**src/rtl/core/sced_pkg.sv**
```systemverilog
// ----------------------------------------------------------------------------
// sced_pkg
// Shared types and constants of the seam cumulative energy block.
// ----------------------------------------------------------------------------
package sced_pkg;

  localparam int unsigned MaxColumns = 4096;
  localparam int unsigned ColW       = $clog2(MaxColumns);
  localparam int unsigned WidthW     = ColW + 1;
  localparam int unsigned EnergyW    = 16;
  localparam int unsigned AddrW      = 3;
  localparam int unsigned DataW      = 32;

  localparam logic [EnergyW-1:0]       MaxEnergy     = '1;
  localparam logic signed [WidthW-1:0] NoParent      = '1;
  localparam logic [WidthW-1:0]        RowWidthReset = WidthW'(MaxColumns);
  localparam logic [WidthW-1:0]        MaxWidth      = WidthW'(MaxColumns);
  localparam logic                     RegRowWidth   = 1'b0;

  typedef struct packed {
    logic [EnergyW-1:0] energy;
    logic               mark;
  } line_entry_t;

  typedef struct packed {
    logic            has_ul;
    logic            has_ur;
    logic [ColW-1:0] col;
    logic [ColW-1:0] ur_col;
  } col_info_t;

endpackage

```
**src/rtl/core/sced_select.sv**
```systemverilog
// ----------------------------------------------------------------------------
// sced_select
// Parent selection: least unmarked parent, left wins ties, saturating add.
// ----------------------------------------------------------------------------
module sced_select
  import sced_pkg::*;
(
  input  line_entry_t              left_i,
  input  line_entry_t              up_i,
  input  line_entry_t              ur_i,
  input  col_info_t                col_i,
  input  logic [EnergyW-1:0]       energy_i,
  input  logic                     mark_i,
  input  logic                     first_i,
  output logic [EnergyW-1:0]       cum_o,
  output logic signed [WidthW-1:0] parent_o
);

  logic [EnergyW-1:0]       best;
  logic signed [WidthW-1:0] par;
  logic                     found;
  logic [EnergyW:0]         sum;

  always_comb begin
    best  = MaxEnergy;
    par   = NoParent;
    found = 1'b0;
    if (!first_i && !mark_i) begin
      if (col_i.has_ul && !left_i.mark && (left_i.energy < best)) begin
        best  = left_i.energy;
        par   = {1'b0, col_i.col} - WidthW'(1);
        found = 1'b1;
      end
      if (!up_i.mark && (up_i.energy < best)) begin
        best  = up_i.energy;
        par   = {1'b0, col_i.col};
        found = 1'b1;
      end
      if (col_i.has_ur && !ur_i.mark && (ur_i.energy < best)) begin
        best  = ur_i.energy;
        par   = {1'b0, col_i.ur_col};
        found = 1'b1;
      end
    end
    sum = {1'b0, best} + {1'b0, energy_i};
    if (first_i) begin
      cum_o    = energy_i;
      parent_o = NoParent;
    end else if (found) begin
      cum_o    = sum[EnergyW] ? MaxEnergy : sum[EnergyW-1:0];
      parent_o = par;
    end else begin
      cum_o    = MaxEnergy;
      parent_o = NoParent;
    end
  end

endmodule
```
**config.mk**
```make
export PLATFORM = sky130hd
export DESIGN_NAME = sced_select
export DESIGN_NICKNAME = d
export VERILOG_FILES = /design/src/rtl/core/sced_pkg.sv /design/src/rtl/core/sced_select.sv
export SDC_FILE = /design/constraint.sdc
export NUM_CORES = 1
export LEC_CHECK = 0
export CORE_UTILIZATION = 55
export DETAILED_ROUTE_END_ITERATION = 16
export DONT_BUFFER_PORTS = 1
export PLACE_DENSITY = 0.73
export SLEW_MARGIN = 5
export SYNTH_ARGS = -nofsm -noshare
export SYNTH_HDL_FRONTEND = slang
export SYNTH_SLANG_ARGS = --single-unit
```
**constraint.sdc**
```tcl
create_clock -name vclk -period 7.35
set_clock_uncertainty 0.1 [all_clocks]
set_input_delay 0.3675 -clock vclk [all_inputs]
set_output_delay 0.3675 -clock vclk [all_outputs]
set_load 0.01 [all_outputs]
```
# After elaboration in Yosys (flattened, before gate mapping)
# Cells that the tools add are included.
[op_classes]
order_cmp = 3
add_sub_neg = 2
n_reduce_logical = 11
mux = 19
[op_table]
columns = ["cell", "count"]
rows = [
  ["$mux 16", 9],
  ["$mux 13", 6],
  ["$lt 16x16->1", 2],
  ["$add 16x16->17", 1],
  ["$lt 16x16->1 const B", 1],
  ["$sub 12x1->13 const B", 1],
  ["$logic_and 1x1->1", 6],
  ["$logic_not 1->1", 5],
  ["$mux 1", 4],
]
[totals]
output_inout_bits = 29
ff_bits = 0

# Logic depth before layout (Yosys ltp)
[depth]
ltp_word = 17
mapped_depth = 34

# Worst setup path before layout
# No wires, ideal clock.
[synth_path]
kind = "in2out"
startpoint = "input port left_i[11] in the netlist's numbering"
endpoint = "output port cum_o[10]"
path_stages = 30
t_arrival_ns = 7.128
slack_ns = -0.246
required_time_ns = 6.883
path_cell_list = "nand4_1 o41ai_1 clkbuf_1 nor2_1 ha_1 a21oi_1 o21ai_0 a2111oi_2 nand2_1 clkbuf_1 o21ai_0 ha_1 a21o_1 a21o_1 a21oi_1 o211ai_1 or3_1 o31ai_4 buf_2 o211ai_1 ha_1 nor2b_4 o31ai_2 a211oi_1 o311ai_1 o21ai_1 a211o_1 a31oi_4 buf_6 a21oi_2"
[synth_via]
elab_chain_len = 16
[synth_rtl]
columns = ["element", "line", "source"]
rows = [
  ["start, declared", "sced_select.sv:8", "input line_entry_t left_i,"],
  ["$lt 16x16->1", "sced_select.sv:29", "if (col_i.has_ul && !left_i.mark && (left_i.energy < best)) begin"],
  ["$logic_and 1x1->1", "sced_select.sv:29", ""],
  ["$mux 16", "sced_select.sv:29", ""],
  ["$mux 16", "sced_select.sv:28", "if (!first_i && !mark_i) begin"],
  ["$lt 16x16->1", "sced_select.sv:34", "if (!up_i.mark && (up_i.energy < best)) begin"],
  ["$logic_and 1x1->1", "sced_select.sv:34", ""],
  ["$mux 16", "sced_select.sv:34", ""],
  ["$mux 16", "sced_select.sv:28", ""],
  ["$lt 16x16->1", "sced_select.sv:39", "if (col_i.has_ur && !ur_i.mark && (ur_i.energy < best)) begin"],
  ["$logic_and 1x1->1", "sced_select.sv:39", ""],
  ["$mux 16", "sced_select.sv:39", ""],
  ["$mux 16", "sced_select.sv:28", ""],
  ["$add 16x16->17", "sced_select.sv:45", "sum = {1'b0, best} + {1'b0, energy_i};"],
  ["$mux 16", "sced_select.sv:50", "cum_o = sum[EnergyW] ? MaxEnergy : sum[EnergyW-1:0];"],
  ["$mux 16 *", "sced_select.sv:49", "end else if (found) begin"],
  ["$mux 16 *", "sced_select.sv:46", "if (first_i) begin"],
  ["end, declared", "sced_select.sv:15", "output logic [EnergyW-1:0] cum_o,"],
]
# Every way passes the cells marked *; elsewhere a longest branch is shown, timed or not. The select of a mux whose other input is x is not followed.

# Worst setup path after layout
[layout_path]
startpoint = "input port left_i[11] in the netlist's numbering"
endpoint = "output port cum_o[2]"
# Same word-level chain as after synthesis.

==> impl_metrics.ini <==
[global_route]
grt_pass1_vias = 2706
grtUsageMet2_pct = 48.8
gr-max-usage-layer = met2
gr-total-overflow = 0
grt_pass1_wl_um = 11700
grt_max_degree = 31
antenna_found_initial = 0
met3_usage_pct = 3.09
track_usage_pct = 27.4
use_met1_pct = 37.6

[drt]
wl_per_cell_um = 17.1
viasPerCell = 6.50
vias = 3001
drt_iter0_markers = 113
drtAntennaViolNets = 0
dr.pass1.iters = 5
drt_wl_total_um = 7920
route.detailed.drc = 0

[synth]
synth_area_leader_cell = ha_1
synth_area_leaders = ha_1 23%, nand2_1 7.3%, o211ai_1 7.0%
synth_cells = 391
synth_top_area_share_pct = 22.5
synth_area_um2 = 2660
ys_types = 58
syn_avg_cell_area_um2 = 6.81
syn_nets = 535
synth_seq_area_share_pct = 0
yosys_warnings = 0

[worst_setup_path]
start_kind = primary input
end_kind = output port
crit_fanout = 11
crit_top_cell = buf_4
critPathRequiredTime_ns = 6.88
cpPeakStageDelay_ns = 0.48
endpoint = cum_o[2]
startpoint = left_i[11]
cp.arrival_ns = 6.75
crit_type = primary input to output port
crit_path_top_delay_cell = o41ai_4

[timing]
grt_setup_unrepaired = true
final.min_clock_period_ns = 7.22
post-route-period-util_pct = 98.2
final.setup.tns_ns = 0
relSlewSlack_pct = 23.1
worst_slew_pin_slew_ns = 1.15
fmax_mhz = 139
hold_viol = 0
setup_slack_ns = 0.132
maxSlewViolCount = 0
setup_viol = 0

[cells_and_area]
clock_buffers = 0
diodes = 0
layout-drive-gt1-share_pct = 21.2
final_cells = 462
multi_input_comb_area_um2 = 2740
num-fill-cells = 380
nets = 556
seqCellArea_um2 = 0
design.seq.count = 0
area_growth_pct = 19.5

[pwr]
ir_drop_v = 0.0000347
leakagePower_nw = 1.26
powerDensity_nw_per_um2 = 70.2

[die]
die_y_um = 71.6
die-area_um2 = 5130
core_area_um2 = 4500
start_util_pct = 59.1
top_level_ports = 124
die_x_um = 71.6
fp-row-count = 24

[place]
port_buffers = 0
dp_cells = 450
hpwl_um = 6310
dp_slack_ns = -0.0994
gp_congestion = 0.938

[worst_hold_path]
min-delay-start = first_i
worstHoldPathType = primary input to output port

[clock_tree]
ctsHoldBuffers = 0

[job]
drv.max_cap_violation_count = 0

[status]
outcome = completed
-- logic make-up (layout without fill, tap and decap cells) --
| family | count (synthesis) | after routing | share of synthesized area, % |
|---|---|---|---|
| multiplexers | 3 | 3 | 1.17 |
| AND/OR/NAND/NOR | 157 | 158 | 29.1 |
| XOR/XNOR | 15 | 15 | 4.93 |
| AO/OA/AOI/OAI | 134 | 134 | 35.9 |
| buffers and inverters | 33 | 51 | 5.64 |
| adder cells (fa/ha/maj) | 49 | 49 | 23.3 |
-- synth_stat cells, drive strengths merged (4+ instances only) --
cell type and instances:
nand2 53, ha 48, nor2 42, a21oi 40, o21ai 27, o211ai 25
nor2b 19, inv 18, xor2 12, nor3 10, clkbuf 9, nand3 9
nand4 7, buf 6, o221ai 6, or3 6, a21o 4, o31ai 4
-- worst max-delay path: cells and delay by family --
kind            cells  cell delay [ns]
compound gates     13             3.28
simple gates        7             1.18
fa+ha+maj           3             0.67
mux                 1             0.18
buf+inv             7             1.04
-- repair_timing --
item	CTS	global route
buffers inserted	0	8
gates cloned	0	4
pin swaps	2	16
endpoints found under the setup margin	16	16
resized for setup	4	58
-- how the worst min path moves through the flow --
| stage | end | slack, ns | cells past startpoint |
|---|---|---|---|
| after detailed placement | cum_o[1] | 0.74 | 1 |
| final | cum_o[1] | 0.71 | 1 |
| after global placement | cum_o[1] | 0.74 | 1 |
| after floorplan | parent_o[0] | 0.78 | 2 |
| after global routing | cum_o[1] | 0.72 | 1 |
| after CTS | cum_o[1] | 0.74 | 1 |
-- per-stage QoR --
stage	utilization (%)	area [um^2]	power, mW	hold WS, ns
after CTS	63.2	2850	0.192	0.741
final	70.7	3180	0.224	0.712
after global routing	70.7	3180	0.247	0.719
after detailed placement	63.2	2850	0.191	0.741
after floorplan	-	2680	0.152	0.777
after global placement	63.2	2850	0.186	0.741
-- placed cells by master (no fill, tap or decap), drive strengths merged, types with 2 or more instances in the layout --
master | Yosys | layout
inv | 18 | 18
o31ai | 4 | 4
o21ai | 27 | 27
mux2i | 2 | 2
nor2b | 19 | 19
and4 | 2 | 2
o211ai | 25 | 25
a211oi | 3 | 3
o21bai | 2 | 2
or3 | 6 | 6
nor3 | 10 | 10
a21boi | 3 | 3
or2b | 2 | 2
nor3b | 2 | 2
o221ai | 6 | 6
buf | 6 | 32
nand2 | 53 | 54
ha | 48 | 48
nor2 | 42 | 42
a21oi | 40 | 40
xor2 | 12 | 12
o41ai | 2 | 2
a21o | 4 | 4
o311ai | 3 | 3
xnor2 | 3 | 3
a41oi | 2 | 2
nand3 | 9 | 9
o21a | 3 | 3
nand4 | 7 | 7
o22ai | 2 | 2
-- final cells by class --
type,count,area share [%]
timing repair buffer,33,9.71
multi-input combinational,359,86.1
inverter,18,2.12
tap,52,2.04
-- where the power goes --
part	total (mW)	internal, mW	switching [mW]
registers	0	0	0
logic	0.224	0.0980	0.126
clock network	0	0	0
total	0.224	0.0980	0.126
-- layer usage --
layer | vias up | part of all wire, %
li1 | 1501 | -
met1 | 1350 | 43
met2 | 134 | 48
met3 | 16 | 8.2
met4 | 0 | 1.4
met5 | - | 0
(Power assumes the default switching activity.)
