<file path="src/rtl/core/sced_pkg.sv">
// ----------------------------------------------------------------------------
// sced_pkg
// Shared types and constants of the seam cumulative energy block.
// ----------------------------------------------------------------------------
package sced_pkg;

  localparam int unsigned MaxColumns = 4096;
  localparam int unsigned ColW       = $clog2(MaxColumns);
  localparam int unsigned WidthW     = ColW + 1;
  localparam int unsigned EnergyW    = 16;
  localparam int unsigned AddrW      = 3;
  localparam int unsigned DataW      = 32;

  localparam logic [EnergyW-1:0]       MaxEnergy     = '1;
  localparam logic signed [WidthW-1:0] NoParent      = '1;
  localparam logic [WidthW-1:0]        RowWidthReset = WidthW'(MaxColumns);
  localparam logic [WidthW-1:0]        MaxWidth      = WidthW'(MaxColumns);
  localparam logic                     RegRowWidth   = 1'b0;

  typedef struct packed {
    logic [EnergyW-1:0] energy;
    logic               mark;
  } line_entry_t;

  typedef struct packed {
    logic            has_ul;
    logic            has_ur;
    logic [ColW-1:0] col;
    logic [ColW-1:0] ur_col;
  } col_info_t;

endpackage

</file>
<file path="src/rtl/core/sced_apb.sv">
// ----------------------------------------------------------------------------
// sced_apb
// APB register file holding the row width; gives the clamped width.
// ----------------------------------------------------------------------------
module sced_apb
  import sced_pkg::*;
(
  input  logic              clk_i,
  input  logic              rst_ni,
  input  logic              psel,
  input  logic              penable,
  input  logic              pwrite,
  input  logic [AddrW-1:0]  paddr,
  input  logic [DataW-1:0]  pwdata,
  output logic [DataW-1:0]  prdata,
  output logic              pready,
  output logic [WidthW-1:0] width_o
);

  logic [WidthW-1:0] width_q, width_d;
  logic              sel_width;

  assign pready    = 1'b1;
  assign sel_width = (paddr[AddrW-1] == RegRowWidth);

  always_comb begin
    width_d = width_q;
    if (psel && penable && pwrite && sel_width) begin
      width_d = pwdata[WidthW-1:0];
    end
  end

  always_ff @(posedge clk_i or negedge rst_ni) begin
    if (!rst_ni) begin
      width_q <= RowWidthReset;
    end else begin
      width_q <= width_d;
    end
  end

  assign prdata = sel_width ? DataW'(width_q) : '0;

  always_comb begin
    if (width_q == '0) begin
      width_o = WidthW'(1);
    end else if (width_q > MaxWidth) begin
      width_o = MaxWidth;
    end else begin
      width_o = width_q;
    end
  end

endmodule

</file>
<file path="config.mk">
export PLATFORM = sky130hd
export DESIGN_NAME = sced_apb
export DESIGN_NICKNAME = d
export VERILOG_FILES = /design/src/rtl/core/sced_pkg.sv /design/src/rtl/core/sced_apb.sv
export SDC_FILE = /design/constraint.sdc
export NUM_CORES = 1
export LEC_CHECK = 0
export BUFFER_PORTS_ARGS = -buffer_cell sky130_fd_sc_hd__clkbuf_2
export CAP_MARGIN = 20
export CORE_MARGIN = 1
export CORE_UTILIZATION = 36
export CTS_CLUSTER_DIAMETER = 80
export DETAILED_ROUTE_END_ITERATION = 10
export PLACE_DENSITY = 0.8
export RECOVER_POWER = 25
export SYNTH_ARGS = -nofsm -noshare
export SYNTH_HDL_FRONTEND = slang
export SYNTH_SLANG_ARGS = --single-unit
</file>
<file path="constraint.sdc">
create_clock -name clk_i -period 1.21 [get_ports clk_i]
set_clock_uncertainty 0.05 [all_clocks]
set_input_delay 0 -clock clk_i [delete_from_list [all_inputs] [get_ports clk_i]]
set_output_delay 0 -clock clk_i [all_outputs]
set_load 0.1 [all_outputs]
</file>
After elaboration in Yosys (flattened, before gate mapping)
Cells that the tools add are included.
{ "classes": {"n_lt_le_gt_ge": 1, "n_mux": 3, "bitwise_logic": 1, "n_reduce_logical": 4} }
{ "ops": {"columns": ["cell", "count"], "rows": [
  ["$mux W13", 3],
  ["$gt A13 B13 Y1 const B", 1],
  ["$logic_not A13 Y1", 1],
  ["$logic_and A1 B1 Y1", 3],
  ["$not A1 Y1", 1]
]} }
{ "word_totals": {"reg_bits": 13, "output_inout_bits": 46, "word_cells": 10} }

Depth between registers and ports, before layout
Gate-level depths: netlist of run 1.
{ "depth": {"depth_word": 3, "depth_mapped": 3, "ltp_nobuf": 2} }

Least setup slack after synthesis of run 1
Ideal clock, no wire load.
{ "synth_path": {"kind": "register -> output", "from": "register width_q[12]", "to": "output port width_o[10]", "arrival_ns": 1.908, "required_time_ns": 1.160, "setup_slack_ns": -0.748, "path_stages_with_launch": 3, "cell_sequence": "dfstp_2 -> clkbuf_1 -> nor2b_1"} }
{ "synth_via": {"elab_chain_len": 3, "word_cells_on_any_way": 4, "classes_between": "order compare (1); mux (2); reduce/logical (1)"} }
{ "synth_rtl": {"columns": ["item", "line_no", "text"], "rows": [
  ["from (decl)", "sced_apb.sv:20", "logic [WidthW-1:0] width_q, width_d;"],
  ["from (signal assigned)", "sced_apb.sv:35", "width_q <= RowWidthReset;"],
  ["from (signal assigned)", "sced_apb.sv:37", "width_q <= width_d;"],
  ["$gt A13 B13 Y1", "sced_apb.sv:46", "end else if (width_q > MaxWidth) begin"],
  ["$mux W13", "sced_apb.sv:46", null],
  ["$mux W13 (*)", "sced_apb.sv:44", "if (width_q == '0) begin"],
  ["to (decl)", "sced_apb.sv:17", "output logic [WidthW-1:0] width_o"]
]} }
Mark *: on every way between the ends. The rest lies on a longest branch, timed or not.

Worst setup path in the final report of run 1
{ "layout_path": {"from": "register width_q[7]", "to": "output port width_o[0]"} }
Same word-level chain as after synthesis.

==> flow_summary.yaml, run 1 <==
floorplan:
  die_h_microns: 51.96
  pin_count: 86
  fp.dieW_microns: 51.96
  die_area_sq_um: 2699
  start_util_pct: 39.47
  placementRows: 17
  core_sq_um: 2276
clock_tree:
  tritoncts: "built"
  clkTransAtPathRegs_ns: 0.09
  clockBufferDepth: 2
  cts_buffers: 3
  clk_latency_ns: 0.29
  cts.htree.levels: 1
  cts.sinks: 13
  cts_root_buffer: "clkbuf_4"
final_layout:
  seqCellArea_sq_um: 330.3
  final_cell_mix: "27 x buf_12, 20 x nor2b_4, 20 x conb_1, 17 x clkbuf_2, 14 x dlygate4sd3_1"
  antenna_cells: 0
  drive_gt1_share_pct: 68.87
  fin_area_sq_um: 1958
  multiInputGateArea_sq_um: 668.1
  largest-register: "width_q"
  syn2layout_area_growth_pct: 118.0
  reg_top3: "width_q (13)"
  largest_register_ffs: 13
  layout.cells.most_common: "buf_12"
  stdcell_count: 179
  num-nets-final: 192
  fillers: 89
setup_path:
  arrival_ns: 1.47
  path_max_fanout: 2
  cpPeakStageDelay_ns: 0.43
  crit_family: "flip-flops"
  path_cells: "nor4_4 > a32o_4 > buf_12"
  cpMaxStageDelayCell: "dfrtp_1"
  required_ns: 1.16
  endpoint_kind: "output port"
  critPathLaunchType: "register"
  critPathBufInv: 1
  critical_path_class: "register to output port"
run_status:
  violations: "negative setup slack"
  status: "finished with violations"
synthesis:
  synth-seq-cells: 13
  synth_mux_area_share_pct: 20.47
  synth_fa_ha_area_share_pct: 0
  yosysSeqAreaShare_pct: 36.35
  yosys.cell_types.count: 15
  synth_area_sq_um: 898.4
  synth_compound_area_share_pct: 1.114
  synth_xor_area_share_pct: 0
  syn_area_per_cell_sq_um: 10.96
  synth-simple-area-share_pct: 21.59
  netlist_instances: 82
  synth_warnings: 0
  synth_top_family_by_area: "simple AND/OR/NAND/NOR gates"
routing:
  highest_layer: "met4"
  vias: 855
  vias_per_cell: 4.777
  drt-initial-drc-count: 12
  routed_wl_microns: 3195
  met2_length_microns: 1572
  wl_per_cell_microns: 17.85
  drt_first_pass_iters: 4
  drt-met1-wl_microns: 1327
  wl_met3_microns: 228
  drc: 0
  drtAntennaViolNets: 0
place:
  finalWeightedCongestion: 0.7365
  hpwl_microns: 1816
  place_area_sq_um: 1668
  dp_cells: 160
  io_buffer_count: 44
  pre_cts_ws_ns: -0.01824
global_route:
  grt_pass1_wl_microns: 4519
  grt_max_degree: 14
  antenna_found_initial: 0
  first_global_vias: 882
  grt.total_usage_pct: 24.09
  grt_overflow: 0
power_and_ir_drop:
  cellPowerDensity_nw_per_um2: 2063
  vdd_ir_drop_max_uv: 1480
  p_switching_w: 0.002202
  combPwrFrac_pct: 75.8
  clockPowerShare_pct: 7.3
  leakage_nw: 0.9612
  internal_power_w: 0.001837
  p_seq_share_pct: 17.0
  sw_frac_of_total_pct: 54.51
sta:
  hold_slack_ns: 0.2422
  report.final.slew_viol_count: 0
  hold_viol_final: 0
  finalSetupViolations: 21
  worst_slack_ns: -0.3125
  slew_headroom_pct: 47.82
  rsz0062_at_grt: "true"
  clock.fmax_mhz: 656.8
  worstMarginPinSlew_ns: 0.7827
  fin_crit_ns: 1.522
  finalCritPeriodShare_pct: 125.8
  fin_tns_setup_ns: -2.511
min_path:
  hold_path.class: "primary input to register"
run:
  maxCapViolCount: 0
stage by stage:
step	util, %	power [W]
6_report	86.04	0.004039
5_1_grt	86.04	0.004136
4_1_cts	84.44	0.003927
3_5_place_dp	73.28	0.003484
3_3_place_gp	73.28	0.003450
2_1_floorplan	-	0.002585
worst register-to-register path: stages (launching register included):
cell	delay [ns]
dfstp_2	0.63
buf_12	0.18
mux2_2	0.15
path summary, 6_finish.rpt:
path                       depth (start not counted)  slack, ns                      end                    start
min reg2reg                                        1       0.55   width_q[0]$_DFFE_PN0P_   width_q[0]$_DFFE_PN0P_
max                                                3      -0.31               width_o[0]   width_q[7]$_DFFE_PN0P_
max in group asynchronous                          2       0.31   width_q[4]$_DFFE_PN0P_                   rst_ni
min in group asynchronous                          2       0.26   width_q[9]$_DFFE_PN0P_                   rst_ni
max reg2reg                                        2       0.15  width_q[12]$_DFFE_PN1P_  width_q[12]$_DFFE_PN1P_
min                                                3       0.24   width_q[7]$_DFFE_PN0P_                   pwrite
cells by family (layout without fill, tap and decap cells):
kind of cell / after synthesis / count (layout)
flip-flops: 13 / 13
multiplexers: 13 / 13
other: 2 / 20
buffers and inverters: 25 / 76
AO/OA/AOI/OAI: 1 / 1
AND/OR/NAND/NOR: 28 / 28
power groups by stage:
| stage | Clock, W | Sequential, W | Combinational (W) |
|---|---|---|---|
| after floorplan | 0 | 0.000625 | 0.00196 |
| after global placement | 0 | 0.000617 | 0.00283 |
| after detailed placement | 0 | 0.000626 | 0.00286 |
| after CTS | 0.000284 | 0.000632 | 0.00301 |
| after global routing | 0.000314 | 0.000693 | 0.00313 |
| final | 0.000294 | 0.000685 | 0.00306 |
what timing repair did:
item | CTS | global route
setup buffers | 4 | 1
endpoints found under the hold margin | 26 | 0
pin swaps | 2 | 2
hold buffers | 14 | 0
gates resized for setup | 12 | 19
endpoints found under the setup margin | 18 | 24
Yosys cell counts:
cell type	n	share of area [%]
and2b_1	3	2.5
inv_1	1	0.42
nor2b_1	20	14
conb_1	2	0.84
buf_4	20	17
buf_6	1	1.3
mux2_2	3	3.8
nor2_1	1	0.42
nor4_1	3	2.1
nand4b_4	1	2.6
mux2_4	10	17
clkbuf_1	3	1.3
a32o_1	1	1.1
dfstp_2	1	2.9
dfrtp_1	12	33
per-layer routing:
layer	global-route usage [%]	up-vias
met1	29.29	425
met4	11.26	0
met3	4.971	8
li1	-	367
met2	40.17	55
met5	0	-
layout make-up:
class | count | share of cell area [%]
clock buffer | 3 | 1.150
clock inverter | 1 | 0.2556
inverter | 1 | 0.1917
multi-input combinational | 62 | 34.12
sequential | 13 | 16.87
tap | 28 | 1.789
timing repair buffer | 71 | 45.62
(Power assumes the default switching activity.)
==> inputs of run 2 (changes only) <==
Settings changed: SETUP_SLACK_MARGIN set to 0.4.
==> run 2 against run 1 <==
The flow still finishes with violations (negative setup slack). Clock power down 5%. Setup slack worse by 0.015 ns. Critical path depth unchanged. Power rose by 6.2%. Die area unchanged. Critical endpoint unchanged.
==> flow_summary.yaml, run 2 (synthesis results as in run 1) <==
sta:
  hold_viol_final: 0
  fin_crit_ns: 1.538
  slew_headroom_pct: 52.11
  worstMarginPinSlew_ns: 0.7184
  report.final.slew_viol_count: 0
  rsz0062_at_grt: "true"
  finalCritPeriodShare_pct: 127.1
  worst_slack_ns: -0.3279
  finalSetupViolations: 24
  clock.fmax_mhz: 650.2
  fin_tns_setup_ns: -3.518
routing:
  drc: 0
  drtAntennaViolNets: 0
  wl_per_cell_microns: 20.22
  routed_wl_microns: 3781
  vias_per_cell: 4.717
  drt-initial-drc-count: 9
  vias: 882
  drt_first_pass_iters: 4
power_and_ir_drop:
  clockPowerShare_pct: 6.5
  p_switching_w: 0.002274
  combPwrFrac_pct: 77.5
  sw_frac_of_total_pct: 53.01
  leakage_nw: 1.027
  vdd_ir_drop_max_uv: 1828
  internal_power_w: 0.002015
  cellPowerDensity_nw_per_um2: 2045
  p_seq_share_pct: 16.0
final_layout:
  num-nets-final: 200
  layout.cells.most_common: "buf_12"
  antenna_cells: 0
  drive_gt1_share_pct: 71.07
  syn2layout_area_growth_pct: 133.4
  final_cell_mix: "27 x buf_12, 20 x nor2b_4, 20 x conb_1, 17 x clkbuf_2, 17 x buf_6"
  reg_top3: "width_q (13)"
  post-route-util_pct: 92.14
  largest_register_ffs: 13
  largest-register: "width_q"
floorplan:
  core_sq_um: 2276
  fp.dieW_microns: 51.96
  die_area_sq_um: 2699
  start_util_pct: 39.47
  die_h_microns: 51.96
  pin_count: 86
  placementRows: 17
clock_tree:
  cts.sinks: 13
  tritoncts: "built"
  clockBufferDepth: 2
  cts_buffers: 3
  clkTransAtPathRegs_ns: 0.09
  cts.htree.levels: 1
  clk_latency_ns: 0.28
  cts_root_buffer: "clkbuf_4"
setup_path:
  critical_path_class: "register to output port"
  path_max_fanout: 2
  cpPeakStageDelay_ns: 0.43
  required_ns: 1.16
  critPathLaunchType: "register"
  regToRegStartpoint: "width_q[12]$_DFFE_PN1P_"
  path_cells: "nor4_4 > a32o_4 > buf_12"
  arrival_ns: 1.49
  crit_family: "flip-flops"
  endpoint_kind: "output port"
  rrSetupSlack_ns: 0.06
  r2r-end: "width_q[12]$_DFFE_PN1P_"
  reg2reg_depth: 3
  critPathBufInv: 1
  cpMaxStageDelayCell: "dfrtp_1"
run_status:
  violations: "negative setup slack"
  status: "finished with violations"
global_route:
  grt_overflow: 0
  grt.total_usage_pct: 27.95
  first_global_vias: 955
  grt_max_degree: 14
  grt_pass1_wl_microns: 5092
  antenna_found_initial: 0
run:
  maxCapViolCount: 0
min_path:
  hold_path.class: "primary input to asynchronous set/reset pin"
place:
  finalWeightedCongestion: 0.7011
  hpwl_microns: 1898
  io_buffer_count: 44
==> run 2: changes by cell type in the layout (fill, tap and decap cells not counted), moves of 2 or more <==
cell and delta:
and2b_4 +3, buf_6 +8, and2b_1 -3, buf_4 -2, mux2_2 -2, mux2_4 +2
==> run 2: worst max path at each step <==
stage	cells past startpoint	end	from
floorplan	2	prdata[12]	width_q[12]$_DFFE_PN1P_
global placement	3	width_o[0]	width_q[7]$_DFFE_PN0P_
detailed placement	3	width_o[0]	width_q[11]$_DFFE_PN0P_
CTS	3	width_o[0]	width_q[10]$_DFFE_PN0P_
global route	3	width_o[0]	width_q[7]$_DFFE_PN0P_
finish	3	width_o[0]	width_q[7]$_DFFE_PN0P_
==> run 2: final cells by class <==
cell class / count / area [sq um]
timing repair buffer: 79 / 1011
multi-input combinational: 62 / 691.9
sequential: 13 / 329.1
fill: 80 / 178.9
tap: 28 / 35.03
clock buffer: 4 / 26.28
inverter: 1 / 3.754
==> run 2: power by group through the flow <==
stage / Sequential (W) / Clock (W) / Combinational [W]
after global placement: 0.000605 / 0 / 0.00290
after detailed placement: 0.000617 / 0 / 0.00293
after floorplan: 0.000633 / 0 / 0.00202
after CTS: 0.000650 / 0.000275 / 0.00321
after global routing: 0.000694 / 0.000307 / 0.00339
final: 0.000687 / 0.000280 / 0.00332
==> run 2: timing repair <==
item                                    4_1_cts  5_1_grt
endpoints found under the setup margin       39       39
buffers inserted                              6        1
pin swaps                                     4        3
hold buffers                                 14        0
gates resized for setup                      23       10
endpoints found under the hold margin        26        0
gates cloned                                  1        0
==> run 2: metrics by stage <==
| step | hold WS [ns] | cell area, sq um | setup WS, ns | power [W] | std cells |
|---|---|---|---|---|---|
| floorplan | -0.3456 | 1160 | -0.01011 | 0.002650 | 100 |
| global placement | -0.1468 | 1713 | -0.02432 | 0.003500 | 161 |
| detailed placement | -0.1386 | 1713 | -0.08864 | 0.003549 | 161 |
| CTS | 0.1004 | 2053 | -0.2743 | 0.004132 | 186 |
| global route | 0.2684 | 2097 | -0.3588 | 0.004395 | 187 |
| finish | 0.2200 | 2097 | -0.3279 | 0.004289 | 187 |
==> run 2: metal layers <==
metal  vias up  GRT usage [%]  part of all wire [%]  routed length [microns]
li1        380              -                     -                        -
met1       429          29.24                    36                     1363
met2        59          53.63                    54                     2045
met3        14          5.848                   6.0                      228
met4         0          9.910                   3.8                      143
met5         -              0                     0                        0
==> inputs of run 3 (changes only) <==
Settings changed: CORE_UTILIZATION 36 to 39, PLACE_DENSITY 0.8 to 0.85.
Clock period 1.21 ns to 1.99 ns, I/O delays scaled along.
==> run 3 against run 2 <==
The run now ends clean. Global-route usage shrank 12 points. Core utilization decreased by 34 points. Register-to-register slack improved by 0.79 ns. First-iteration DRC count fell by 11%. Final cell count is 11% lower. Critical path depth stayed put. Power decreased by 58%. Critical endpoint is now width_o[8]. Largest power group unchanged.
==> flow_summary.yaml, run 3 (synthesis results as in run 1) <==
run_status:
  status: "finished, final reports clean"
sta:
  hold_viol_final: 0
  fin_crit_ns: 1.533
  report.final.slew_viol_count: 0
  finalCritPeriodShare_pct: 77.05
  rsz0062_at_grt: "true"
  slew_headroom_pct: 53.55
  worst_slack_ns: 0.4567
  fin_tns_setup_ns: 0
  worstMarginPinSlew_ns: 0.6968
  finalSetupViolations: 0
  clock.fmax_mhz: 652.2
clock_tree:
  clk_latency_ns: 0.27
  clkTransAtPathRegs_ns: 0.08
  cts_root_buffer: "clkbuf_4"
  cts.sinks: 13
  cts_buffers: 3
  cts.htree.levels: 1
  clockBufferDepth: 2
  tritoncts: "built"
final_layout:
  fin_area_sq_um: 1284
  largest-register: "width_q"
  fillers: 174
  layout.cells.most_common: "clkbuf_2"
  reg_top3: "width_q (13)"
  largest_register_ffs: 13
  final_cell_mix: "35 x clkbuf_2, 20 x conb_1, 14 x dlygate4sd3_1, 12 x dfrtp_1, 11 x nor2b_1"
  num-nets-final: 180
  antenna_cells: 0
  drive_gt1_share_pct: 52.52
  syn2layout_area_growth_pct: 42.90
floorplan:
  pin_count: 86
  core_sq_um: 2191
  die_h_microns: 50.00
  placementRows: 17
  fp.dieW_microns: 50.00
  start_util_pct: 41.01
  die_area_sq_um: 2500
global_route:
  grt_overflow: 0
  first_global_vias: 633
  grt.total_usage_pct: 16.00
  grt_max_degree: 16
  antenna_found_initial: 0
  grt_pass1_wl_microns: 2898
place:
  pre_cts_ws_ns: 0.5402
  finalWeightedCongestion: 0.6579
  place_area_sq_um: 1074
  io_buffer_count: 44
  hpwl_microns: 1279
power_and_ir_drop:
  cellPowerDensity_nw_per_um2: 1401
  leakage_nw: 0.6942
  vdd_ir_drop_max_uv: 906.7
setup_path:
  critPathLaunchType: "register"
  reg2reg_depth: 2
  critical_path_class: "register to output port"
  required_ns: 1.94
  endpoint_kind: "output port"
  path_max_fanout: 9
  arrival_ns: 1.48
min_path:
  hold_path.class: "primary input to asynchronous set/reset pin"
routing:
  routed_wl_microns: 1994
  vias_per_cell: 4.353
  drc: 0
  drt_first_pass_iters: 2
  drt-initial-drc-count: 8
  drtAntennaViolNets: 0
  vias: 727
  wl_per_cell_microns: 11.94
run:
  maxCapViolCount: 0
[run 3: changes by cell type in the layout (fill, tap and decap cells not counted), sizes merged]
cell    previous run  this run
buf               47         2
clkbuf            22        47
[run 3: critical path: stages, from the launching register on]
cell and delay, ns:
dfstp_4 0.68, clkbuf_4 0.20, nor2b_1 0.06, clkbuf_4 0.27
[run 3: cell type report]
class	instances	area (sq um)	area share, %
clock buffers	4	26.28	2.047
multi-input cells	62	494.2	38.50
repair buffers	59	394.1	30.70
inverters	1	3.754	0.2924
well taps	28	35.03	2.729
flip-flops and latches	13	330.3	25.73
[run 3: worst paths after layout]
| path | start | end | slack [ns] |
|---|---|---|---|
| setup / recovery | width_q[12]$_DFFE_PN1P_ | width_o[8] | 0.46 |
| setup reg to reg | width_q[12]$_DFFE_PN1P_ | width_q[12]$_DFFE_PN1P_ | 0.85 |
| max in group asynchronous | rst_ni | width_q[0]$_DFFE_PN0P_ | 1.22 |
| hold reg to reg | width_q[0]$_DFFE_PN0P_ | width_q[0]$_DFFE_PN0P_ | 0.50 |
| min in group clk_i | penable | width_q[2]$_DFFE_PN0P_ | 0.24 |
| hold / removal | rst_ni | width_q[9]$_DFFE_PN0P_ | 0.23 |
[run 3: through the flow]
step / power (W) / util [%] / cells / hold WS, ns
after floorplan: 0.001461 / - / 100 / -0.3456
after global placement: 0.001558 / 49.00 / 148 / -0.1463
after detailed placement: 0.001569 / 49.00 / 148 / -0.1410
after CTS: 0.001756 / 56.82 / 166 / 0.09856
after global routing: 0.001863 / 58.60 / 167 / 0.2486
final: 0.001799 / 58.60 / 167 / 0.2279
[run 3: repair_timing]
item                                    CTS  global route
buffers inserted                          0             1
endpoints found under the setup margin    2             4
endpoints found under the hold margin    26             0
gates resized for setup                   2            18
hold buffers                             14             0
[run 3: power breakdown]
part / switching [W] / internal (W)
Sequential: 0.0000705 / 0.000329
Combinational: 0.000987 / 0.000249
Clock: 0.0000853 / 0.0000777
[run 3: metal layers]
| layer | vias up | share of wire [%] | GRT usage [%] |
|---|---|---|---|
| li1 | 341 | - | - |
| met4 | 0 | 0.70 | 5.714 |
| met1 | 336 | 41 | 18.89 |
| met3 | 2 | 7.7 | 3.704 |
| met2 | 48 | 50 | 27.78 |
| met5 | - | 0 | 0 |
