$ cat config.mk
export PLATFORM = sky130hd
export DESIGN_NAME = sced_colctr
export DESIGN_NICKNAME = d
export VERILOG_FILES = /design/src/rtl/core/sced_pkg.sv /design/src/rtl/core/sced_colctr.sv
export SDC_FILE = /design/constraint.sdc
export NUM_CORES = 1
export LEC_CHECK = 0
export BUFFER_PORTS_ARGS = -buffer_cell sky130_fd_sc_hd__clkbuf_2
export CAP_MARGIN = 0
export CELL_PAD_IN_SITES_DETAIL_PLACEMENT = 1
export CELL_PAD_IN_SITES_GLOBAL_PLACEMENT = 1
export CORE_MARGIN = 2
export CORE_UTILIZATION = 25
export CTS_BUF_LIST = sky130_fd_sc_hd__clkbuf_4
export CTS_CLUSTER_DIAMETER = 60
export DETAILED_ROUTE_END_ITERATION = 7
export PLACE_DENSITY_LB_ADDON = 0.1
export SLEW_MARGIN = 20
export SYNTH_ARGS = -nofsm -noshare
export SYNTH_HDL_FRONTEND = slang
export SYNTH_SLANG_ARGS = --single-unit
export TNS_END_PERCENT = 5
$ cat constraint.sdc
create_clock -name clk_i -period 7.1 [get_ports clk_i]
set_clock_uncertainty 0.2 [all_clocks]
set_input_delay 1.42 -clock clk_i [delete_from_list [all_inputs] [get_ports clk_i]]
set_output_delay 1.42 -clock clk_i [all_outputs]
set_load 0.01 [all_outputs]
$ cat src/rtl/core/sced_pkg.sv
// ----------------------------------------------------------------------------
// sced_pkg
// Shared types and constants of the seam cumulative energy block.
// ----------------------------------------------------------------------------
package sced_pkg;

  localparam int unsigned MaxColumns = 4096;
  localparam int unsigned ColW       = $clog2(MaxColumns);
  localparam int unsigned WidthW     = ColW + 1;
  localparam int unsigned EnergyW    = 16;
  localparam int unsigned AddrW      = 3;
  localparam int unsigned DataW      = 32;

  localparam logic [EnergyW-1:0]       MaxEnergy     = '1;
  localparam logic signed [WidthW-1:0] NoParent      = '1;
  localparam logic [WidthW-1:0]        RowWidthReset = WidthW'(MaxColumns);
  localparam logic [WidthW-1:0]        MaxWidth      = WidthW'(MaxColumns);
  localparam logic                     RegRowWidth   = 1'b0;

  typedef struct packed {
    logic [EnergyW-1:0] energy;
    logic               mark;
  } line_entry_t;

  typedef struct packed {
    logic            has_ul;
    logic            has_ur;
    logic [ColW-1:0] col;
    logic [ColW-1:0] ur_col;
  } col_info_t;

endpackage

$ cat src/rtl/core/sced_colctr.sv
// ----------------------------------------------------------------------------
// sced_colctr
// Column counter: column of the incoming pixel, edge flags, row restart.
// ----------------------------------------------------------------------------
module sced_colctr
  import sced_pkg::*;
(
  input  logic              clk_i,
  input  logic              rst_ni,
  input  logic              accept_i,
  input  logic              first_i,
  input  logic [WidthW-1:0] width_i,
  output col_info_t         col_o
);

  logic [ColW-1:0]   cnt_q, cnt_d;
  logic              in_first_q;
  logic [ColW-1:0]   base;
  logic [ColW-1:0]   col;
  logic [WidthW-1:0] col_p1;

  always_comb begin
    base   = (first_i && !in_first_q) ? '0 : cnt_q;
    col    = ({1'b0, base} >= width_i) ? '0 : base;
    col_p1 = {1'b0, col} + WidthW'(1);
    col_o.col    = col;
    col_o.ur_col = col_p1[ColW-1:0];
    col_o.has_ul = (col != '0);
    col_o.has_ur = (col_p1 < width_i);
    cnt_d  = col_o.has_ur ? col_p1[ColW-1:0] : '0;
  end

  always_ff @(posedge clk_i or negedge rst_ni) begin
    if (!rst_ni) begin
      cnt_q      <= '0;
      in_first_q <= 1'b0;
    end else if (accept_i) begin
      cnt_q      <= cnt_d;
      in_first_q <= first_i;
    end
  end

endmodule

== Word level (Yosys, flattened, before mapping) ==
Cells that the tools add are included.

* ROM bits: 0
* Memories kept: 0
* Word-level logic and storage cells: 11
* RAM bits: 0
* Bits of input ports: 17
* Output and inout bits: 26
* Bits in registers: 13
* Latch bits: 0

* Mux-type cells: 3
* Magnitude comparators: 2
* Bitwise gates (word level): 0
* $mul: 0
* Div/mod/pow operators: 0
* $add $sub $neg: 1
* Eq/ne operators: 0
* Shifts and indexed selects: 0
* Reductions and logical operators: 3

{| class="wikitable"
|+ Operator list
! cell !! number
|-
| 2-to-1 mux 12 bit || 3
|-
| adder 12 x 1 -> 13 bit (second input constant) || 1
|-
| greater-or-equal comparator 12 x 13 -> 1 bit || 1
|-
| < comparator 13 bit || 1
|-
| nonzero test 12 bit || 1
|-
| logical AND 1 bit || 1
|-
| logical NOT 1 bit || 1
|}

== Depth between registers and ports, before layout ==
Gate-level depths: netlist of run 1.

* Word-level depth: 8
* Mapped depth: 24
* Depth with buffers taken out: 22

== Least setup slack after synthesis of run 1 ==
OpenSTA, ideal clock, no wires.

* Path type: input to output
* Start point: in first_i
* End point: out col_o[24] (netlist bit)
* Data arrival time: 5.553 ns
* Required time: 5.480 ns
* Slack: -0.073 ns
* Cell stages on the path: 21
* Cell sequence: nand2b_4 > clkbuf_2 > and2_1 > ha_1 > a21oi_1 > o21ai_0 > o21ba_2 > nor3_1 > nand3_1 > inv_1 > ha_1 > nand4_4 > nor2_1 > nand3_2 > xnor2_1 > ha_1 > and4_1 > a221oi_1 > and2_1 > a21oi_4 > inv_2

{| class="wikitable"
|+ RTL lines
! item !! RTL line !! text
|-
| from (decl) || sced_colctr.sv:11 || <nowiki>input logic first_i,</nowiki>
|-
| to (decl) || sced_colctr.sv:13 || <nowiki>output col_info_t col_o</nowiki>
|}

==> results of run 1 <==
## power by group
group / leakage, nW / switching (mW) / internal (mW) / total, mW
Clock: 0.0184 / 0.0275 / 0.0256 / 0.0531
Sequential: 0.165 / 0.0428 / 0.0927 / 0.135
Combinational: 1.08 / 0.197 / 0.167 / 0.363
Total: 1.26 / 0.267 / 0.285 / 0.552
## worst max-delay path, stage by stage
cell      delay [ns]
clkbuf_2        0.12
nor2b_4         0.14
buf_4           0.15
buf_6           0.13
nor2_2          0.04
ha_1            0.29
nand4_1         0.23
a311o_1         0.43
and3_4          0.17
nand2_2         0.08
inv_2           0.06
ha_4            0.16
nand4_4         0.14
nor2_4          0.06
xnor2_1         0.12
nor2_1          0.17
ha_1            0.28
a21oi_2         0.15
o21ai_1         0.09
a221oi_2        0.26
buf_4           0.16
and2_4          0.15
a21oi_4         0.06
inv_2           0.05
clkbuf_2        0.12
## cell type report
| type | count | area (sq um) | share of cell area |
|---|---|---|---|
| clock buffers | 4 | 30.0 | 0.0116 |
| inverters | 22 | 82.6 | 0.0319 |
| multi-input cells | 183 | 1530 | 0.591 |
| flip-flops and latches | 13 | 325 | 0.126 |
| well taps | 99 | 124 | 0.0479 |
| repair buffers | 79 | 495 | 0.191 |
## synth_stat cells (2+ instances only)
master    instances  area, sq um
or3_1             2         12.5
o32ai_1           2         17.5
nor2b_1           4         25.0
o21ai_0           7         35.0
and4_1            3         26.3
xnor2_1           6         52.6
a21oi_1          11         55.1
a32o_1            4         40.0
nor4_1            2         12.5
nor2_1           17         63.8
and2_1           15         93.8
nand2_1          15         56.3
ha_1             26          325
o22ai_1           2         12.5
a31o_1            2         17.5
buf_2             2         10.0
dfrtp_1          13          325
nor3_1            9         45.0
and3_1            4         25.0
clkbuf_1          4         15.0
or4_1             3         22.5
o31ai_1           5         37.5
inv_1            21         78.8
nand4_1           5         31.3
buf_6             2         22.5
xor2_1            3         26.3
and2_4            2         17.5
nand3_1           8         40.0
## per-stage QoR
stage / std cells / util / cell area [sq um]
floorplan: 229 / - / 1850
global placement: 389 / 0.325 / 2350
detailed placement: 389 / 0.325 / 2350
CTS: 393 / 0.335 / 2420
global route: 400 / 0.359 / 2590
finish: 400 / 0.359 / 2590
## registers in the layout (all words and copies together) (netlist names)
register,cells
cnt_q,12
in_first_q,1
## timing repair
item,4_1_cts,5_1_grt
resized for setup,9,30
buffers inserted,0,7
endpoints found under the setup margin,1,1
pin swaps,3,13
## metal layers
layer	global-route usage	share of wire
met3	0.0277	0.038
met1	0.241	0.50
met5	0	0
met4	0.0192	0.0028
met2	0.278	0.46
## cell families (layout without fill, tap and decap cells)
kind of cell | after synthesis | count (layout) | synth area share
simple gates | 99 | 99 | 0.315
compound gates | 48 | 48 | 0.205
buf+inv | 33 | 105 | 0.0793
fa+ha+maj | 26 | 26 | 0.176
flops | 13 | 13 | 0.176
xor+xnor | 9 | 9 | 0.0427
mux | 1 | 1 | 0.00610
## worst paths after layout
check	endpoint	slack [ns]	depth (start not counted)
worst min-delay path	in_first_q	0.40	1
max in group asynchronous	in_first_q	5.59	1
worst max-delay path	col_o[24]	0.25	25
worst min register to register	in_first_q	0.40	1
worst max register to register	cnt_q[10]	2.31	22
min in group asynchronous	cnt_q[10]	0.83	1
==> impl_table.tex, run 1 <==
\begin{tabular}{lr}
\hline
Metric & Value \\
\hline
\multicolumn{2}{l}{\textbf{Route}} \\
\quad WL final & 6.82 mm \\
\quad Drc violations & 0 \\
\quad Routed vias & 1,961 \\
\quad 1st-pass router iterations & 4 \\
\quad Antenna-violating nets left & 0 \\
\quad Detail-routed via count per cell & 4.90 \\
\quad WL per Instance & 17.0 microns \\
\quad 1st-iter DRT viols & 75 \\
\multicolumn{2}{l}{\textbf{Worst hold path}} \\
\quad Hold Startpoint & in\_first\_q \\
\quad Hold crit path type & reg2reg \\
\multicolumn{2}{l}{\textbf{Clock tree}} \\
\quad CTS Root Buffer Type & clkbuf\_4 \\
\quad TritonCTS buffer count & 3 \\
\quad Register clock-pin slew on the reported worst setup and hold paths & 0.08 ns \\
\quad TritonCTS clock tree & built \\
\quad Buffer levels on the longest clock path & 2 \\
\quad Maximum level of the CTS H-tree & 1 \\
\quad Sink Count & 13 \\
\quad Clk Latency, worst-skew pair & 0.28 ns \\
\quad Hold buffers post-CTS & 0 \\
\multicolumn{2}{l}{\textbf{Synth}} \\
\quad Synth Net Count & 272 \\
\quad FFs w/ async S/R, synth & 1.00 \\
\quad Post-synthesis register bit count & 13 \\
\quad Netlist area before placement & 1850 sq um \\
\quad Syn Inst Count & 229 \\
\quad Synth unique cells & 58 \\
\quad Synthesis Warnings & 0 \\
\quad Sequential area share after synthesis & 0.176 \\
\quad Main synth FF type & dfrtp\_1 \\
\quad Synthesized area divided by synthesized cell count & 8.06 sq um \\
\quad Number of synthesized flops with an enable pin & 0 \\
\multicolumn{2}{l}{\textbf{Job}} \\
\quad Max Cap Violations & 0 \\
\multicolumn{2}{l}{\textbf{Finish}} \\
\quad Final layout net count & 345 \\
\quad Share of cells above drive strength 1 & 0.432 \\
\quad Area growth syn-to-layout & 40.2\% \\
\quad Fill cell count & 911 \\
\quad Antenna cell count & 0 \\
\quad Most common cell after layout, fill and taps aside & clkbuf\_2 \\
\quad Most frequent cells in the layout & 42 x clkbuf\_2, 35 x buf\_4, 25 x ha\_1 \\
\multicolumn{2}{l}{\textbf{Global route}} \\
\quad Global Route Usage Sum & 0.169 \\
\quad Pin count of the biggest net entering global routing & 22 \\
\quad Wire length of the first global-routing pass & 10.9 mm \\
\quad Number of antenna violations at the first check in global routing & 0 \\
\quad Total gr overflow & 0 \\
\quad Vias in the first global route & 2,010 \\
\multicolumn{2}{l}{\textbf{Worst setup path}} \\
\quad Crit-path max FO & 4 \\
\quad R2r startpoint & in\_first\_q \\
\quad CP Capture Type & output port \\
\quad Crit start category & input pin \\
\quad CP required & 5.48 ns \\
\quad Data arrival time at the worst-slack endpoint & 5.23 ns \\
\quad Type of the worst setup path & in2out \\
\quad Startpoint of the most critical setup path & first\_i \\
\multicolumn{2}{l}{\textbf{Pwr}} \\
\quad Design Power & 552 uW \\
\quad Pwr Density & 213 nW/um\^{}2 \\
\quad Worst VDD drop & 0.142 mV \\
\quad Static leakage & 1.26 nW \\
\multicolumn{2}{l}{\textbf{Run status}} \\
\quad Result of the run & complete, no violations \\
\multicolumn{2}{l}{\textbf{Timing}} \\
\quad Worst Tran Pin Value & 0.484 ns \\
\quad Setup repair after global routing missed its margin & false \\
\quad Peak clock frequency supported by timing & 146 MHz \\
\quad Crit share post-route & 0.965 \\
\quad Min cycle time layout & 6.85 ns \\
\quad Final worst slack & 0.252 ns \\
\quad Setup TNS & 0 ns \\
\quad Worst slew margin relative to its limit & 0.677 \\
\quad Final Hold Viols & 0 \\
\quad Finish-stage setup viols & 0 \\
\quad Pins over their slew limit & 0 \\
\quad WHS & 0.405 ns \\
\multicolumn{2}{l}{\textbf{Floorplan}} \\
\quad Die H & 89.9 microns \\
\quad Core area & 7210 sq um \\
\quad Number of standard-cell rows in the floorplan & 31 \\
\quad Overall die width & 89.9 microns \\
\quad Die area & 8090 sq um \\
\quad Initial Util & 0.256 \\
\quad I/O pin total & 43 \\
\multicolumn{2}{l}{\textbf{Place}} \\
\quad Post-Place Setup Slack & -0.347 ns \\
\quad Number of buffers inserted by port buffering & 42 \\
\quad Final weighted congestion in routability-driven placement & 0.789 \\
\quad Half-perimeter wire length after detailed placement & 5.51 mm \\
\hline
\end{tabular}
Power figures use the tool's default switching activity.
==> inputs of run 2 (changes only) <==
- ABC_AREA: default -> 1
- CTS_BUF_LIST: sky130_fd_sc_hd__clkbuf_4 -> sky130_fd_sc_hd__clkbuf_4 sky130_fd_sc_hd__clkbuf_8
==> run 2 against run 1 <==
Against the previous run: utilization is 3.9 points lower; design area shrank 15%; sequential share of layout area grew 2.3 points; synthesized cell count grew 17%; register-to-register slack better by 0.45 ns; critical endpoint unchanged; non-clock buffer count down 33; power fell by 51%; wire length decreased by 15%; critical path depth rose by 1; flip-flop and latch count did not move; clock-buffer cell count unchanged.
==> impl_table.tex, run 2 <==
\begin{tabular}{lr}
\hline
Metric & Value \\
\hline
\multicolumn{2}{l}{\textbf{Run status}} \\
\quad Result of the run & complete, no violations \\
\multicolumn{2}{l}{\textbf{Route}} \\
\quad WL final & 5.80 mm \\
\quad Detail-routed via count per cell & 4.33 \\
\quad Drc violations & 0 \\
\quad 1st-pass router iterations & 4 \\
\quad 1st-iter DRT viols & 53 \\
\quad Antenna-violating nets left & 0 \\
\quad Routed vias & 1,785 \\
\quad WL per Instance & 14.1 microns \\
\multicolumn{2}{l}{\textbf{Worst setup path}} \\
\quad CP bufs+invs & 8 \\
\quad Top delay family on crit path & simple AND/OR/NAND/NOR gates \\
\quad R2r startpoint & in\_first\_q \\
\quad Crit start category & input pin \\
\quad Crit-path max FO & 14 \\
\quad Type of the worst setup path & in2out \\
\quad Reg2reg end & cnt\_q[10] \\
\quad Peak per-stage delay on the critical path & 0.33 ns \\
\quad Register-to-register path setup slack & 2.76 ns \\
\quad Count of cells along the worst register-to-register path & 25 \\
\quad CP Capture Type & output port \\
\quad Data arrival time at the worst-slack endpoint & 5.00 ns \\
\quad Cell at the slowest stage of the critical path & ha\_1 \\
\quad CP required & 5.48 ns \\
\quad Most used cell, CP & inv\_1 \\
\multicolumn{2}{l}{\textbf{Clock tree}} \\
\quad Buffer levels on the longest clock path & 2 \\
\quad Clk Latency, worst-skew pair & 0.24 ns \\
\quad Register clock-pin slew on the reported worst setup and hold paths & 0.06 ns \\
\quad Post-cts sizing count & 0 \\
\quad TritonCTS clock tree & built \\
\quad Post-CTS setup buffer count & 0 \\
\quad Hold buffers post-CTS & 0 \\
\quad Sink Count & 13 \\
\quad TritonCTS buffer count & 3 \\
\quad CTS Root Buffer Type & clkbuf\_8 \\
\quad Maximum level of the CTS H-tree & 1 \\
\multicolumn{2}{l}{\textbf{Synth}} \\
\quad Post-synthesis share of cell area spent on xor and xnor gates & 0.0147 \\
\quad Main synth FF type & dfrtp\_1 \\
\quad Synth Net Count & 312 \\
\quad Compound-cell area share of the yosys netlist & 0.0763 \\
\quad Most used standard cell by instance count after synthesis & nand2\_1 \\
\quad Post-synthesis register bit count & 13 \\
\quad Synthesis Warnings & 0 \\
\quad Dominant combinational cell family by area after synthesis & simple AND/OR/NAND/NOR gates \\
\quad Simple-gate share of the synthesized area & 0.414 \\
\quad Number of synthesized flops with an enable pin & 0 \\
\quad FFs w/ async S/R, synth & 1.00 \\
\quad Synth Area in Adders & 0.182 \\
\quad Commonest cells post-synth & 73 x nand2\_1, 52 x inv\_1, 26 x ha\_1 \\
\quad Netlist area before placement & 1790 sq um \\
\quad Dominant cells by area after synthesis & dfrtp\_1 18\%, ha\_1 18\%, nand2\_1 15\% \\
\quad Syn Inst Count & 269 \\
\quad Mux contribution to synthesized area & 0 \\
\quad Sequential area share after synthesis & 0.182 \\
\quad Dominant cell type by area after synthesis & dfrtp\_1 \\
\quad Synth unique cells & 29 \\
\quad Synthesized area divided by synthesized cell count & 6.65 sq um \\
\quad Top cell type's share of synthesized area & 0.182 \\
\multicolumn{2}{l}{\textbf{Timing}} \\
\quad Setup TNS & 0 ns \\
\quad Worst Tran Pin Value & 0.488 ns \\
\quad Final Hold Viols & 0 \\
\quad Setup repair after global routing missed its margin & false \\
\quad Finish-stage setup viols & 0 \\
\quad Min cycle time layout & 6.62 ns \\
\quad Crit share post-route & 0.933 \\
\quad Pins over their slew limit & 0 \\
\quad Worst slew margin relative to its limit & 0.674 \\
\quad Peak clock frequency supported by timing & 151 MHz \\
\multicolumn{2}{l}{\textbf{Finish}} \\
\quad Number of flip-flops under the largest register name & 12 \\
\quad Final design area excluding fillers & 2190 sq um \\
\quad Most frequent cells in the layout & 73 x nand2\_1, 52 x inv\_1, 42 x clkbuf\_2 \\
\quad Largest registers & cnt\_q x12, in\_first\_q x1 \\
\quad Share of cells above drive strength 1 & 0.263 \\
\quad Final layout net count & 360 \\
\quad Largest register by flop count & cnt\_q \\
\quad Most common cell after layout, fill and taps aside & nand2\_1 \\
\quad Area growth syn-to-layout & 22.7\% \\
\quad Fill cell count & 914 \\
\quad Antenna cell count & 0 \\
\multicolumn{2}{l}{\textbf{Floorplan}} \\
\quad Initial Util & 0.260 \\
\quad Overall die width & 88.6 microns \\
\quad Number of standard-cell rows in the floorplan & 30 \\
\quad I/O pin total & 43 \\
\quad Core area & 6870 sq um \\
\quad Die area & 7840 sq um \\
\quad Die H & 88.6 microns \\
\multicolumn{2}{l}{\textbf{Place}} \\
\quad Cell Area, Placed & 2130 sq um \\
\quad Half-perimeter wire length after detailed placement & 5.08 mm \\
\quad Final weighted congestion in routability-driven placement & 0.761 \\
\quad Number of buffers inserted by port buffering & 42 \\
\multicolumn{2}{l}{\textbf{Global route}} \\
\quad Total gr overflow & 0 \\
\quad Number of antenna violations at the first check in global routing & 0 \\
\quad Global Route Usage Sum & 0.162 \\
\quad Pin count of the biggest net entering global routing & 15 \\
\quad Wire length of the first global-routing pass & 9.65 mm \\
\quad Vias in the first global route & 1,907 \\
\multicolumn{2}{l}{\textbf{Pwr}} \\
\quad Static leakage & 1.33 nW \\
\quad Worst VDD drop & 0.0654 mV \\
\quad Net switching power & 104 uW \\
\quad Switching power as a share of total power & 0.388 \\
\quad Cell-internal power & 165 uW \\
\quad Reg power frac & 0.310 \\
\quad Pwr Density & 123 nW/um\^{}2 \\
\quad Combinational group share of total power & 0.418 \\
\quad Clock share of power & 0.272 \\
\multicolumn{2}{l}{\textbf{Worst hold path}} \\
\quad Hold Startpoint & cnt\_q[1] \\
\quad Terminating pin of the worst hold path & cnt\_q[1] \\
\quad Hold Path Stages & 2 \\
\quad Hold crit path type & reg2reg \\
\multicolumn{2}{l}{\textbf{Job}} \\
\quad Max Cap Violations & 0 \\
\hline
\end{tabular}
[run 2: worst register-to-register path: cells and delay by family, from the launching register on]
family	cells	cell delay [ns]
buffers and inverters	5	0.70
flip-flops	1	0.38
AO/OA/AOI/OAI	2	0.40
XOR/XNOR	1	0.25
AND/OR/NAND/NOR	14	1.50
adder cells (fa/ha/maj)	3	0.86
[run 2: power groups by stage]
| stage | clock [mW] | combinational [mW] | sequential (mW) |
|---|---|---|---|
| after floorplan | 0 | 0.0711 | 0.0841 |
| after global placement | 0 | 0.114 | 0.0848 |
| after detailed placement | 0 | 0.114 | 0.0849 |
| after CTS | 0.0762 | 0.115 | 0.0835 |
| after global routing | 0.0798 | 0.131 | 0.0845 |
| final | 0.0731 | 0.112 | 0.0834 |
[run 2: kinds of logic (layout without fill, tap and decap cells)]
group	Yosys count	count (layout)
fa+ha+maj	26	26
buf+inv	60	107
flops	13	13
simple gates	143	143
xor+xnor	3	3
compound gates	24	24
[run 2: metal layers]
| metal | GRT usage | vias to the layer above | wire (microns) | part of all wire |
|---|---|---|---|---|
| li1 | - | 939 | - | - |
| met1 | 0.218 | 811 | 2780 | 0.48 |
| met2 | 0.282 | 33 | 2800 | 0.48 |
| met3 | 0.0280 | 2 | 204 | 0.035 |
| met4 | 0.0124 | 0 | 19 | 0.0033 |
| met5 | 0 | - | 0 | 0 |
[run 2: layout make-up]
| type | instances | area [sq um] | share of cell area |
|---|---|---|---|
| Tap cell | 96 | 120 | 0.0548 |
| Clock buffer | 4 | 48.8 | 0.0222 |
| Timing Repair Buffer | 46 | 240 | 0.110 |
| Multi-Input combinational cell | 196 | 1240 | 0.568 |
| Inverter | 57 | 214 | 0.0975 |
| Sequential cell | 13 | 325 | 0.148 |
[run 2: how the worst max path moves through the flow]
stage          slack, ns     from         to  depth (start not counted)
2_1_floorplan       0.59  first_i  col_o[24]                         24
3_3_place_gp        0.31  first_i  col_o[24]                         25
3_5_place_dp        0.24  first_i  col_o[24]                         27
4_1_cts             0.24  first_i  col_o[24]                         27
5_1_grt             0.05  first_i  col_o[24]                         25
6_report            0.48  first_i  col_o[24]                         26
[run 2: stage by stage]
stage	cells	power, mW	setup WS (ns)	util	hold WS (ns)
3_3_place_gp	408	0.198	0.305	0.310	0.268
4_1_cts	412	0.274	0.244	0.317	0.291
6_report	412	0.269	0.477	0.319	0.282
2_1_floorplan	269	0.155	0.589	-	0.243
5_1_grt	412	0.295	0.0464	0.319	0.329
3_5_place_dp	408	0.199	0.243	0.310	0.274
==> inputs of run 3 (changes only) <==
- CELL_PAD_IN_SITES_DETAIL_PLACEMENT: 1 -> default
- CELL_PAD_IN_SITES_GLOBAL_PLACEMENT: 1 -> default
- PLACE_DENSITY_LB_ADDON: 0.1 -> default
==> run 3 against run 2 <==
Against the previous run: non-clock buffer count rose by 1; final cell count rose by 0.24%; design area rose by 0.51%; flip-flop and latch count did not move; hold slack got worse by 0.0050 ns; global-route usage fell by 2.8 points; largest cell class unchanged; highest routed layer unchanged; critical path depth rose by 1; power fell by 2.0%; via count rose by 0.73%; wire length fell by 13%.
==> impl_table.tex, run 3 (synthesis gave the netlist of run 2 again) <==
\begin{tabular}{lr}
\hline
Metric & Value \\
\hline
\multicolumn{2}{l}{\textbf{Finish}} \\
\quad Final layout net count & 361 \\
\quad Share of cells above drive strength 1 & 0.262 \\
\quad Non-filler cells, final & 413 \\
\quad Antenna cell count & 0 \\
\quad Most common cell after layout, fill and taps aside & nand2\_1 \\
\quad Most frequent cells in the layout & 73 x nand2\_1, 52 x inv\_1, 42 x clkbuf\_2 \\
\quad Number of flip-flops under the largest register name & 12 \\
\quad Largest registers & cnt\_q x12, in\_first\_q x1 \\
\quad Final core area utilization & 0.321 \\
\quad Area growth syn-to-layout & 23.3\% \\
\quad Final design area excluding fillers & 2200 sq um \\
\quad Largest register by flop count & cnt\_q \\
\multicolumn{2}{l}{\textbf{Clock tree}} \\
\quad Clk Latency, worst-skew pair & 0.24 ns \\
\quad Maximum level of the CTS H-tree & 1 \\
\quad Register clock-pin slew on the reported worst setup and hold paths & 0.05 ns \\
\quad TritonCTS buffer count & 3 \\
\quad Sink Count & 13 \\
\quad Buffer levels on the longest clock path & 2 \\
\quad CTS Root Buffer Type & clkbuf\_8 \\
\quad TritonCTS clock tree & built \\
\quad Hold buffers post-CTS & 0 \\
\multicolumn{2}{l}{\textbf{Place}} \\
\quad Half-perimeter wire length after detailed placement & 4.37 mm \\
\quad Post-Place Setup Slack & 0.230 ns \\
\quad Number of buffers inserted by port buffering & 42 \\
\quad Final weighted congestion in routability-driven placement & 0.929 \\
\quad Cell Area, Placed & 2110 sq um \\
\quad Instance count after placement with tap cells included & 406 \\
\multicolumn{2}{l}{\textbf{Timing}} \\
\quad Finish-stage setup viols & 0 \\
\quad Pins over their slew limit & 0 \\
\quad Crit share post-route & 0.939 \\
\quad WHS & 0.277 ns \\
\quad Setup TNS & 0 ns \\
\quad Min cycle time layout & 6.66 ns \\
\quad Final worst slack & 0.436 ns \\
\quad Final Hold Viols & 0 \\
\quad Worst slew margin relative to its limit & 0.704 \\
\quad Setup repair after global routing missed its margin & false \\
\quad Peak clock frequency supported by timing & 150 MHz \\
\quad Worst Tran Pin Value & 0.444 ns \\
\multicolumn{2}{l}{\textbf{Floorplan}} \\
\quad Die area & 7840 sq um \\
\quad I/O pin total & 43 \\
\quad Overall die width & 88.6 microns \\
\quad Number of standard-cell rows in the floorplan & 30 \\
\quad Core area & 6870 sq um \\
\quad Die H & 88.6 microns \\
\quad Initial Util & 0.260 \\
\multicolumn{2}{l}{\textbf{Global route}} \\
\quad Wire length of the first global-routing pass & 8.22 mm \\
\quad Number of antenna violations at the first check in global routing & 0 \\
\quad Vias in the first global route & 1,722 \\
\quad Pin count of the biggest net entering global routing & 17 \\
\quad Total gr overflow & 0 \\
\quad Global Route Usage Sum & 0.134 \\
\multicolumn{2}{l}{\textbf{Route}} \\
\quad Detail-routed via count per cell & 4.35 \\
\quad 1st-pass router iterations & 4 \\
\quad Routed vias & 1,798 \\
\quad Drc violations & 0 \\
\quad Antenna-violating nets left & 0 \\
\quad 1st-iter DRT viols & 93 \\
\quad WL final & 5.06 mm \\
\quad WL per Instance & 12.2 microns \\
\multicolumn{2}{l}{\textbf{Worst setup path}} \\
\quad CP Capture Type & output port \\
\quad Type of the worst setup path & in2out \\
\quad Cell at the slowest stage of the critical path & ha\_1 \\
\quad Data arrival time at the worst-slack endpoint & 5.04 ns \\
\quad Most used cell, CP & nand2\_1 \\
\quad CP bufs+invs & 8 \\
\quad Peak per-stage delay on the critical path & 0.32 ns \\
\quad Crit start category & input pin \\
\quad Crit-path max FO & 14 \\
\quad CP required & 5.48 ns \\
\quad Top delay family on crit path & simple AND/OR/NAND/NOR gates \\
\multicolumn{2}{l}{\textbf{Pwr}} \\
\quad Design Power & 263 uW \\
\quad Worst VDD drop & 0.0492 mV \\
\quad Pwr Density & 119 nW/um\^{}2 \\
\quad Static leakage & 1.33 nW \\
\multicolumn{2}{l}{\textbf{Job}} \\
\quad Max Cap Violations & 0 \\
\multicolumn{2}{l}{\textbf{Worst hold path}} \\
\quad Hold crit path type & reg2reg \\
\multicolumn{2}{l}{\textbf{Run status}} \\
\quad Result of the run & complete, no violations \\
\hline
\end{tabular}
run 3: metal layers:
| metal | global-route usage | routed length (microns) | vias to the layer above |
|---|---|---|---|
| li1 | - | - | 951 |
| met1 | 0.177 | 2390 | 813 |
| met2 | 0.229 | 2420 | 29 |
| met3 | 0.0121 | 160 | 5 |
| met4 | 0.0455 | 81 | 0 |
| met5 | 0 | 0 | - |
run 3: repair_timing:
action	CTS	global route
endpoints found under the setup margin	0	1
setup buffers	0	3
resized for setup	0	6
run 3: layout make-up:
| cell class | count | area [sq um] |
|---|---|---|
| fillers | 775 | 4660 |
| multi-input cells | 196 | 1240 |
| flip-flops and latches | 13 | 325 |
| repair buffers | 47 | 251 |
| inverters | 57 | 214 |
| well taps | 96 | 120 |
| clock buffers | 4 | 48.8 |
run 3: worst register-to-register path, cell delays in order (launching register included):
cell and delay [ns]:
dfrtp_1 0.39, nor2_1 0.15, buf_6 0.20, nor2_1 0.09, ha_1 0.32, nand2_1 0.10
inv_1 0.04, nand2_1 0.05, nand3_1 0.12, nand2_4 0.14, inv_2 0.08, nor2_8 0.15
nand2_1 0.11, inv_1 0.12, ha_1 0.23, nand4_2 0.15, nor2_2 0.16, nand2_1 0.10
nor3b_1 0.20, ha_1 0.29, a21oi_1 0.18, o21ai_0 0.13, a21oi_2 0.19, nand3_4 0.17
inv_2 0.15, nand2_1 0.06, nand2_1 0.07
run 3: path summary, 6_finish.rpt:
check / start / to / slack (ns) / cells after the start
max in group asynchronous: rst_ni / cnt_q[5] / 5.57 / 1
worst max-delay path: first_i / col_o[24] / 0.44 / 27
min in group asynchronous: rst_ni / cnt_q[4] / 0.88 / 1
worst min-delay path: cnt_q[11] / cnt_q[11] / 0.28 / 2
worst min register to register: cnt_q[11] / cnt_q[11] / 0.28 / 2
worst max register to register: in_first_q / cnt_q[3] / 2.71 / 26
run 3: where the power goes:
part	internal [mW]	switching, mW
Sequential	0.0804	0.00347
Combinational	0.0418	0.0700
Clock	0.0433	0.0244
Total	0.165	0.0979
